--- config.mk ---
export PLATFORM = sky130hd
export DESIGN_NAME = udp_message_header_zero_decoder
export DESIGN_NICKNAME = d
export VERILOG_FILES = /design/src/design/umhzd_pkg.sv /design/src/design/udp_message_header_zero_decoder.sv
export SDC_FILE = /design/constraint.sdc
export NUM_CORES = 1
export LEC_CHECK = 0
export BUFFER_PORTS_ARGS = -buffer_cell sky130_fd_sc_hd__buf_2
export CAP_MARGIN = 10
export CORE_UTILIZATION = 60
export CTS_CLUSTER_DIAMETER = 40
export CTS_CLUSTER_SIZE = 14
export DETAILED_ROUTE_END_ITERATION = 8
export PLACE_DENSITY = 0.79
export SLEW_MARGIN = 40
export SYNTH_ARGS = -nofsm -noshare
export SYNTH_HDL_FRONTEND = slang
export SYNTH_SLANG_ARGS = --single-unit
--- constraint.sdc ---
create_clock -name clk_i -period 18.9 [get_ports clk_i]
set_input_delay 2.835 -clock clk_i [delete_from_list [all_inputs] [get_ports clk_i]]
set_output_delay 2.835 -clock clk_i [all_outputs]
set_load 0.01 [all_outputs]
--- src/design/umhzd_pkg.sv ---
// ----------------------------------------------------------------------------
// umhzd_pkg
// Types, codes and the message number step shared by the zero-coded message
// header decoder.
// ----------------------------------------------------------------------------
package umhzd_pkg;

  localparam int unsigned SLOTS = 3;

  localparam logic [1:0] KIND_HEADER = 2'd0;
  localparam logic [1:0] KIND_BODY   = 2'd1;
  localparam logic [1:0] KIND_END    = 2'd2;
  localparam logic [1:0] KIND_ERROR  = 2'd3;

  localparam logic [1:0] CLASS_HIGH   = 2'd0;
  localparam logic [1:0] CLASS_MEDIUM = 2'd1;
  localparam logic [1:0] CLASS_LOW    = 2'd2;
  localparam logic [1:0] CLASS_FIXED  = 2'd3;

  localparam logic [2:0] ERR_NONE     = 3'd0;
  localparam logic [2:0] ERR_SHORT    = 3'd1;
  localparam logic [2:0] ERR_EXTRA    = 3'd2;
  localparam logic [2:0] ERR_BAD_NUM  = 3'd3;
  localparam logic [2:0] ERR_OVERFLOW = 3'd4;
  localparam logic [2:0] ERR_TRUNC    = 3'd5;

  localparam logic [2:0] REG_MAX_BODY   = 3'd0;
  localparam logic [2:0] REG_HIGH_COUNT = 3'd1;
  localparam logic [2:0] REG_MED_COUNT  = 3'd2;
  localparam logic [2:0] REG_LOW_COUNT  = 3'd3;
  localparam logic [2:0] REG_FIXED_BASE = 3'd4;

  localparam logic [2:0] NPOS_NONE = 3'd0;
  localparam logic [2:0] NPOS_ESC1 = 3'd1;
  localparam logic [2:0] NPOS_ESC2 = 3'd2;
  localparam logic [2:0] NPOS_HIGH = 3'd3;
  localparam logic [2:0] NPOS_DONE = 3'd4;

  localparam logic [7:0]  ESC_BYTE        = 8'hff;
  localparam int unsigned ZERO_CODED_BIT  = 7;
  localparam int unsigned BUF_BYTES       = 2048;
  localparam int unsigned HDR_BYTES       = 6;
  localparam int unsigned MIN_PACKET      = 10;
  localparam logic [3:0]  LAST_SHORT_POS  = 4'(MIN_PACKET - 2);
  localparam logic [3:0]  EXTRA_POS       = 4'(HDR_BYTES - 1);
  localparam logic [3:0]  POS_SATURATED   = 4'hf;

  localparam logic [11:0] RST_MAX_BODY   = 12'(BUF_BYTES - HDR_BYTES);
  localparam logic [7:0]  RST_HIGH_COUNT = 8'd255;
  localparam logic [7:0]  RST_MED_COUNT  = 8'd255;
  localparam logic [15:0] RST_LOW_COUNT  = 16'd65535;
  localparam logic [15:0] RST_FIXED_BASE = 16'd65530;

  typedef struct packed {
    logic [1:0]  kind;
    logic [7:0]  flags;
    logic [31:0] seq;
    logic [1:0]  cls;
    logic [15:0] idx;
    logic [7:0]  val;
    logic [7:0]  len;
    logic [2:0]  err;
  } item_t;

  typedef struct packed {
    logic [2:0]  npos;
    logic [7:0]  nhi;
    logic        hdr;
    logic        bad;
    logic [1:0]  cls;
    logic [15:0] idx;
  } feed_t;

  // One expanded byte into the message number decoder.
  function automatic feed_t num_feed(logic [2:0] npos, logic [7:0] hi, logic [7:0] v,
                                     logic [7:0] hcnt, logic [7:0] mcnt,
                                     logic [15:0] lcnt, logic [15:0] fbase);
    feed_t       f;
    logic [15:0] num;
    f      = '0;
    f.nhi  = hi;
    f.npos = npos;
    num    = {hi, v};
    unique case (npos)
      NPOS_NONE: begin
        if (v != ESC_BYTE) begin
          f.npos = NPOS_DONE;
          f.bad  = (v >= hcnt);
          f.hdr  = (v < hcnt);
          f.cls  = CLASS_HIGH;
          f.idx  = {8'h00, v};
        end else begin
          f.npos = NPOS_ESC1;
        end
      end
      NPOS_ESC1: begin
        if (v != ESC_BYTE) begin
          f.npos = NPOS_DONE;
          f.bad  = (v >= mcnt);
          f.hdr  = (v < mcnt);
          f.cls  = CLASS_MEDIUM;
          f.idx  = {8'h00, v};
        end else begin
          f.npos = NPOS_ESC2;
        end
      end
      NPOS_ESC2: begin
        f.nhi  = v;
        f.npos = NPOS_HIGH;
      end
      default: begin
        f.npos = NPOS_DONE;
        if (num >= fbase) begin
          f.hdr = 1'b1;
          f.cls = CLASS_FIXED;
          f.idx = num - fbase;
        end else if (num >= lcnt) begin
          f.bad = 1'b1;
        end else begin
          f.hdr = 1'b1;
          f.cls = CLASS_LOW;
          f.idx = num;
        end
      end
    endcase
    return f;
  endfunction

endpackage

--- src/design/udp_message_header_zero_decoder.sv ---
// ----------------------------------------------------------------------------
// udp_message_header_zero_decoder
// Parses the fixed header of a message packet, expands zero runs of a
// zero-coded body, decodes the message number and emits header, body run
// and end or error items.
//
//   channel | direction | handshake                  | payload
//   in      | sink      | in_valid_i / in_stall_o    | data_byte_i, packet_end_i
//   out     | source    | out_valid_o / out_stall_i  | item_kind_o .. final_item_o
//   cfg     | sink      | cfg_we_i                   | cfg_idx_i, cfg_data_i
//
// One packet byte is taken per cycle while the input is not stalled; a byte
// is registered when taken and decoded from that register, and its results
// appear from a three-slot result register. A byte that yields two or three
// items holds the input while the slots drain, one item per unstalled cycle.
// Reset clears all decoder state and loads the register reset values.
// A stall on the output holds the slots and, once they cannot take a new
// byte's results, stalls the input.
// ----------------------------------------------------------------------------
module udp_message_header_zero_decoder #(
  parameter int unsigned BODY_LIMIT_BITS = 12
) (
  input  logic        clk_i,
  input  logic        rst_ni,
  input  logic        cfg_we_i,
  input  logic [2:0]  cfg_idx_i,
  input  logic [15:0] cfg_data_i,
  input  logic        in_valid_i,
  output logic        in_stall_o,
  input  logic [7:0]  data_byte_i,
  input  logic        packet_end_i,
  output logic        out_valid_o,
  input  logic        out_stall_i,
  output logic [1:0]  item_kind_o,
  output logic [7:0]  flags_value_o,
  output logic [31:0] sequence_number_o,
  output logic [1:0]  message_class_o,
  output logic [15:0] message_index_o,
  output logic [7:0]  body_value_o,
  output logic [7:0]  run_length_o,
  output logic [2:0]  error_code_o,
  output logic        final_item_o
);
  import umhzd_pkg::*;

  localparam int unsigned BW   = BODY_LIMIT_BITS;
  localparam int unsigned SumW = (BW + 1 > 12) ? BW + 1 : 12;
  localparam logic [SumW-1:0] Cap = SumW'((1 << BW) - 1);

  logic [11:0] max_body_q;
  logic [7:0]  high_cnt_q, med_cnt_q;
  logic [15:0] low_cnt_q, fixed_base_q;

  logic [3:0]    pos_q, pos_d;
  logic [7:0]    flags_q, flags_d;
  logic [31:0]   seq_q, seq_d;
  logic          zpend_q, zpend_d;
  logic [2:0]    npos_q, npos_d;
  logic [7:0]    nhi_q, nhi_d;
  logic [BW-1:0] dcnt_q, dcnt_d;
  logic          drop_q, drop_d;

  logic       in_vld_q;
  logic [7:0] in_byte_q;
  logic       in_end_q;

  item_t      slot_q [SLOTS];
  item_t      res_d  [SLOTS];
  logic [1:0] cnt_q;
  logic [1:0] res_n;

  logic accept, pop, proc;

  assign pop        = (cnt_q != 2'd0) && !out_stall_i;
  assign proc       = in_vld_q && ((cnt_q == 2'd0) || ((cnt_q == 2'd1) && pop));
  assign in_stall_o = in_vld_q && !proc;
  assign accept     = in_valid_i && !in_stall_o;

  always_ff @(posedge clk_i or negedge rst_ni) begin
    if (!rst_ni) begin
      max_body_q   <= RST_MAX_BODY;
      high_cnt_q   <= RST_HIGH_COUNT;
      med_cnt_q    <= RST_MED_COUNT;
      low_cnt_q    <= RST_LOW_COUNT;
      fixed_base_q <= RST_FIXED_BASE;
    end else if (cfg_we_i) begin
      unique case (cfg_idx_i)
        REG_MAX_BODY:   max_body_q   <= cfg_data_i[11:0];
        REG_HIGH_COUNT: high_cnt_q   <= cfg_data_i[7:0];
        REG_MED_COUNT:  med_cnt_q    <= cfg_data_i[7:0];
        REG_LOW_COUNT:  low_cnt_q    <= cfg_data_i;
        REG_FIXED_BASE: fixed_base_q <= cfg_data_i;
        default: ;
      endcase
    end
  end

  always_comb begin
    logic [7:0]      b;
    logic            exp_en;
    logic [7:0]      exp_v;
    logic [7:0]      exp_n;
    logic [7:0]      rem;
    logic [2:0]      err;
    logic [SumW-1:0] lim;
    logic [SumW-1:0] sum;
    feed_t           f1;
    feed_t           f2;
    item_t           it;

    b       = in_byte_q;
    exp_en  = 1'b0;
    exp_v   = 8'h00;
    exp_n   = 8'h00;
    rem     = 8'h00;
    err     = ERR_NONE;
    lim     = '0;
    sum     = '0;
    f1      = '0;
    f2      = '0;
    pos_d   = pos_q;
    flags_d = flags_q;
    seq_d   = seq_q;
    zpend_d = zpend_q;
    npos_d  = npos_q;
    nhi_d   = nhi_q;
    dcnt_d  = dcnt_q;
    drop_d  = drop_q;
    res_n   = 2'd0;
    for (int i = 0; i < SLOTS; i++) begin
      res_d[i] = '0;
    end
    it = '0;

    if (drop_q) begin
      if (in_end_q) begin
        pos_d   = '0;
        zpend_d = 1'b0;
        npos_d  = NPOS_NONE;
        nhi_d   = '0;
        dcnt_d  = '0;
        drop_d  = 1'b0;
      end
    end else if (in_end_q && (pos_q <= LAST_SHORT_POS)) begin
      it.kind = KIND_ERROR;
      it.err  = ERR_SHORT;
      res_d[res_n] = it;
      res_n   = res_n + 2'd1;
      pos_d   = '0;
      zpend_d = 1'b0;
      npos_d  = NPOS_NONE;
      nhi_d   = '0;
      dcnt_d  = '0;
      drop_d  = 1'b0;
    end else begin
      if (pos_q == 4'd0) begin
        flags_d = b;
      end else if (pos_q < EXTRA_POS) begin
        seq_d = {seq_q[23:0], b};
      end else if (pos_q == EXTRA_POS) begin
        if (b != 8'h00) begin
          err = ERR_EXTRA;
        end
      end else if (flags_q[ZERO_CODED_BIT]) begin
        if (zpend_q) begin
          zpend_d = 1'b0;
          exp_en  = 1'b1;
          exp_n   = b;
        end else if (b == 8'h00) begin
          zpend_d = 1'b1;
        end else begin
          exp_en = 1'b1;
          exp_v  = b;
          exp_n  = 8'd1;
        end
      end else begin
        exp_en = 1'b1;
        exp_v  = b;
        exp_n  = 8'd1;
      end

      lim = (SumW'(max_body_q) > Cap) ? Cap : SumW'(max_body_q);
      sum = SumW'(dcnt_q) + SumW'(exp_n);
      f1  = num_feed(npos_q, nhi_q, exp_v, high_cnt_q, med_cnt_q, low_cnt_q, fixed_base_q);
      f2  = num_feed(f1.npos, f1.nhi, exp_v, high_cnt_q, med_cnt_q, low_cnt_q,
                     fixed_base_q);

      if (exp_en) begin
        if (sum > lim) begin
          err = ERR_OVERFLOW;
        end else begin
          dcnt_d = sum[BW-1:0];
          rem    = exp_n;
          if ((rem != 8'h00) && (npos_q != NPOS_DONE)) begin
            rem    = rem - 8'd1;
            npos_d = f1.npos;
            nhi_d  = f1.nhi;
            if (f1.bad) begin
              err = ERR_BAD_NUM;
            end else if (f1.hdr) begin
              it       = '0;
              it.kind  = KIND_HEADER;
              it.flags = flags_q;
              it.seq   = seq_q;
              it.cls   = f1.cls;
              it.idx   = f1.idx;
              res_d[res_n] = it;
              res_n    = res_n + 2'd1;
            end
            if (!f1.bad && (rem != 8'h00) && (f1.npos != NPOS_DONE)) begin
              rem    = rem - 8'd1;
              npos_d = f2.npos;
              nhi_d  = f2.nhi;
              if (f2.bad) begin
                err = ERR_BAD_NUM;
              end else if (f2.hdr) begin
                it       = '0;
                it.kind  = KIND_HEADER;
                it.flags = flags_q;
                it.seq   = seq_q;
                it.cls   = f2.cls;
                it.idx   = f2.idx;
                res_d[res_n] = it;
                res_n    = res_n + 2'd1;
              end
            end
          end
          if ((err == ERR_NONE) && (rem != 8'h00)) begin
            it      = '0;
            it.kind = KIND_BODY;
            it.val  = exp_v;
            it.len  = rem;
            res_d[res_n] = it;
            res_n   = res_n + 2'd1;
          end
        end
      end

      if (err != ERR_NONE) begin
        it      = '0;
        it.kind = KIND_ERROR;
        it.err  = err;
        res_d[res_n] = it;
        res_n   = res_n + 2'd1;
        if (in_end_q) begin
          pos_d   = '0;
          zpend_d = 1'b0;
          npos_d  = NPOS_NONE;
          nhi_d   = '0;
          dcnt_d  = '0;
          drop_d  = 1'b0;
        end else begin
          drop_d = 1'b1;
        end
      end else begin
        pos_d = (pos_q != POS_SATURATED) ? pos_q + 4'd1 : POS_SATURATED;
        if (in_end_q) begin
          it = '0;
          if (zpend_d) begin
            it.kind = KIND_ERROR;
            it.err  = ERR_TRUNC;
          end else if (npos_d != NPOS_DONE) begin
            it.kind = KIND_ERROR;
            it.err  = ERR_BAD_NUM;
          end else begin
            it.kind = KIND_END;
          end
          res_d[res_n] = it;
          res_n   = res_n + 2'd1;
          pos_d   = '0;
          zpend_d = 1'b0;
          npos_d  = NPOS_NONE;
          nhi_d   = '0;
          dcnt_d  = '0;
          drop_d  = 1'b0;
        end
      end
    end
  end

  always_ff @(posedge clk_i or negedge rst_ni) begin
    if (!rst_ni) begin
      pos_q    <= '0;
      flags_q  <= '0;
      seq_q    <= '0;
      zpend_q  <= 1'b0;
      npos_q   <= NPOS_NONE;
      nhi_q    <= '0;
      dcnt_q   <= '0;
      drop_q   <= 1'b0;
      in_vld_q <= 1'b0;
      cnt_q    <= 2'd0;
    end else begin
      if (proc) begin
        pos_q   <= pos_d;
        flags_q <= flags_d;
        seq_q   <= seq_d;
        zpend_q <= zpend_d;
        npos_q  <= npos_d;
        nhi_q   <= nhi_d;
        dcnt_q  <= dcnt_d;
        drop_q  <= drop_d;
        cnt_q   <= res_n;
      end else if (pop) begin
        cnt_q <= cnt_q - 2'd1;
      end
      if (accept) begin
        in_vld_q <= 1'b1;
      end else if (proc) begin
        in_vld_q <= 1'b0;
      end
    end
  end

  always_ff @(posedge clk_i) begin
    if (accept) begin
      in_byte_q <= data_byte_i;
      in_end_q  <= packet_end_i;
    end
    if (proc) begin
      for (int i = 0; i < SLOTS; i++) begin
        slot_q[i] <= res_d[i];
      end
    end else if (pop) begin
      for (int i = 0; i < SLOTS - 1; i++) begin
        slot_q[i] <= slot_q[i+1];
      end
    end
  end

  assign out_valid_o       = (cnt_q != 2'd0);
  assign item_kind_o       = slot_q[0].kind;
  assign flags_value_o     = slot_q[0].flags;
  assign sequence_number_o = slot_q[0].seq;
  assign message_class_o   = slot_q[0].cls;
  assign message_index_o   = slot_q[0].idx;
  assign body_value_o      = slot_q[0].val;
  assign run_length_o      = slot_q[0].len;
  assign error_code_o      = slot_q[0].err;
  assign final_item_o      = slot_q[0].kind[1];

  a_cnt_range: assert property (@(posedge clk_i) disable iff (!rst_ni)
    cnt_q != 2'd0 || !out_valid_o)
    else $error("result count and output valid disagree");

  a_stall_needs_item: assert property (@(posedge clk_i) disable iff (!rst_ni)
    !in_vld_q |-> !in_stall_o)
    else $error("input stalled with an empty input register");

  a_drop_silent: assert property (@(posedge clk_i) disable iff (!rst_ni)
    (proc && drop_q) |-> (res_n == 2'd0))
    else $error("items emitted while dropping a packet");

  a_error_coded: assert property (@(posedge clk_i) disable iff (!rst_ni)
    (out_valid_o && (item_kind_o == KIND_ERROR)) |-> (error_code_o != ERR_NONE))
    else $error("error item without an error code");

  a_end_clears: assert property (@(posedge clk_i) disable iff (!rst_ni)
    (proc && in_end_q) |=> (pos_q == 4'd0 && !drop_q && !zpend_q))
    else $error("packet state not cleared after packet end");

endmodule
==> flow_metrics.env <==
export IMPL_post_cts_setup_buffers=0
export IMPL_required_ps=19160
export IMPL_viasPerCell=6.07
export IMPL_syn_inst=1655
export IMPL_max_cap_viol_count=0
export IMPL_period_share_pct=40.9
export IMPL_die_area_mm2=0.0304
export IMPL_synth_edf_count=188
export IMPL_finalHoldViolCount=0
export IMPL_grt_usage_pct=28.7
export IMPL_floorplan_initialDensity_pct=61.5
export IMPL_cp_max_fo=13
export IMPL_core_area_mm2=0.0289
export IMPL_report_final_slew_viol_count=0
export IMPL_root_buffer="clkbuf_16"
export IMPL_drt_pass1_iterations=5
export IMPL_dp_hpwl_um=30700
export IMPL_htreeDepth=2
export IMPL_async_flop_share_pct=41.3
export IMPL_post_route_drc_count=0
export IMPL_cts_buffer_depth=3
export IMPL_antennaDiodeCount=0
export IMPL_clk_latency_ps=550
export IMPL_portBuffers=114
export IMPL_grt_antenna_before_repair=0
export IMPL_synth_flop_cell="edfxtp_1"
export IMPL_synth_most_common_cell="edfxtp_1"
export IMPL_final_setup_tns_ps=0
export IMPL_std_cell_rows=62
export IMPL_setup_violations=0
export IMPL_synth_area_mm2=0.0178
export IMPL_cts_buffers_inserted=41
export IMPL_path_class="register to register"
export IMPL_rsz0062_at_grt="no"
export IMPL_leakage_uw=0.00845
export IMPL_avgSynthCellArea_um2=10.8
export IMPL_outcome="finished clean"
export IMPL_cts_sinks=320
export IMPL_hold_class="register to register"
export IMPL_yosysTopAreaCellShare_pct=31.7
export IMPL_ant_nets=0
export IMPL_utilization_pct=68.6
export IMPL_drt_iter0_drc=1197
export IMPL_overflow=0
export IMPL_clk_pin_slew_ps=70
export IMPL_ys_seq_area_share_pct=50.7
export IMPL_routed_wl_um=43200
export IMPL_pin_count=115
export IMPL_synth_warnings=0
export IMPL_die_w_um=174
export IMPL_gp_congestion=0.980
export IMPL_ir_drop_v=0.0000856
export IMPL_ctsHoldBuffers=0
export IMPL_wl_per_cell_um=20.0
export IMPL_ys_ff_latch=320
export IMPL_grt_pass1_vias=12300
export IMPL_max_freq_mhz=129
export IMPL_tightest_slew_ps=820
export IMPL_vias=13100
export IMPL_crit_path_start_kind="register"
export IMPL_cts_tree="built"
export IMPL_synthTopCellsByArea="edfxtp_1, dfrtp_1, dfstp_2"
export IMPL_p_per_area_mw_per_mm2=139
export IMPL_min_period_ps=7740
export IMPL_yosys_area_top_type="edfxtp_1"
export IMPL_relSlewSlack_pct=45.0
export IMPL_crit_arrival_ps=8000
export IMPL_area_growth_pct=11.4
export IMPL_worst_clock_skew_ps=29.1
export IMPL_synth_common_cells="edfxtp_1, nand2_1, o21ai_0"
export IMPL_grt_first_pass_wirelength_um=68200
export IMPL_synthDistinctLibCells=95
export IMPL_grt_max_degree=89
export IMPL_nNetsFinal=1880
export IMPL_drive_gt1_share_pct=20.7
export IMPL_postCtsResizedCells=0
export IMPL_end_kind="register"
export IMPL_fp_dieH_um=174
export IMPL_holdWs_ps=489
==> area by class of cell <==
cell class                      count  area [um2]
Tap cell                          384         480
Inverter                          113         429
Clock buffer                       47        1070
Multi-Input combinational cell   1137        7760
Fill cell                        2121        9100
Clock inverter                     28         358
Sequential cell                   320        9020
Timing Repair Buffer              132         723
==> where the power goes <==
group	total (uW)	internal, uW	switching, uW
registers	1200	1090	113
logic	744	279	465
clock network	802	486	316
==> per-layer routing <==
metal | vias to the layer above | global-route usage, % | routed length, um
met3 | 65 | 4.64 | 3470
met4 | 0 | 7.82 | 936
met5 | - | 0 | 0
met2 | 607 | 44.3 | 19600
met1 | 6348 | 42.1 | 19200
li1 | 6103 | - | -
==> worst max-delay path, stage by stage (launching register included) <==
cell      delay, ps
dfrtp_1         400
inv_1           110
ha_1            250
nor3b_2         400
nor2_1          150
nor2_4          260
nand2_1         240
inv_1           230
ha_1            330
a21oi_1         340
o211ai_1        140
o21ai_0         210
a41oi_1         150
or2_2           370
o21ai_1         580
and2_1          550
inv_1           130
ha_1            300
a22oi_1         340
ha_1            300
mux2i_1         210
or2_2           170
ha_1            260
nor2_1          100
or2_2           330
nand4_1         400
o21ai_0         190
==> metrics by stage <==
step	cell area, um2	setup WS (ps)	instances	power (uW)
2_1_floorplan	18000	12320	1712	1800
3_3_place_gp	18400	11690	2085	1910
3_5_place_dp	18400	11410	2085	1950
4_1_cts	19800	11390	2160	2760
5_1_grt	19800	10620	2161	2880
6_report	19800	11160	2161	2750
==> cells by family (layout without fill, tap and decap cells) <==
group,count (synthesis),after routing,share of synthesized area (%)
buffers and inverters,255,320,7.24
AND/OR/NAND/NOR,419,419,11.3
multiplexers,79,79,4.93
adder cells (fa/ha/maj),102,102,7.25
AO/OA/AOI/OAI,451,451,17.2
other,1,58,0.0211
XOR/XNOR,28,28,1.38
flip-flops,320,320,50.7
==> state kept, by name (all words and copies together) (netlist names) <==
| register | flops |
|---|---|
| high_cnt_q | 8 |
| pos_q | 4 |
| in_vld_q | 1 |
| seq_q | 32 |
| nhi_q | 8 |
| in_byte_q | 8 |
| in_end_q | 1 |
| flags_q | 8 |
| low_cnt_q | 16 |
| cnt_q | 2 |
| max_body_q | 12 |
| med_cnt_q | 8 |
| zpend_q | 1 |
| fixed_base_q | 16 |
| drop_q | 1 |
| slot_q | 179 |
| npos_q | 3 |
| dcnt_q | 12 |
==> path summary, 6_finish.rpt <==
path,startpoint,end,slack (ps),cells after the start
min in group asynchronous,rst_ni,dcnt_q[0],2310,1
hold / removal,dcnt_q[3],dcnt_q[3],490,2
setup / recovery,pos_q[0],slot_q[0][4],11160,26
setup reg to reg,pos_q[0],slot_q[0][4],11160,26
max in group asynchronous,rst_ni,seq_q[31],15530,2
hold reg to reg,dcnt_q[3],dcnt_q[3],490,2
==> cells in the final DEF (no fill, tap or decap), types with 55 or more instances in the layout <==
cell and instances:
a21oi_1 91, a22o_1 66, buf_2 113, conb_1 58, dfrtp_1 77, dfstp_2 55, edfxtp_1 188, ha_1 100
inv_1 111, mux2_2 69, nand2_1 166, nor2_1 100, o21ai_0 122
(Power assumes the default switching activity.)
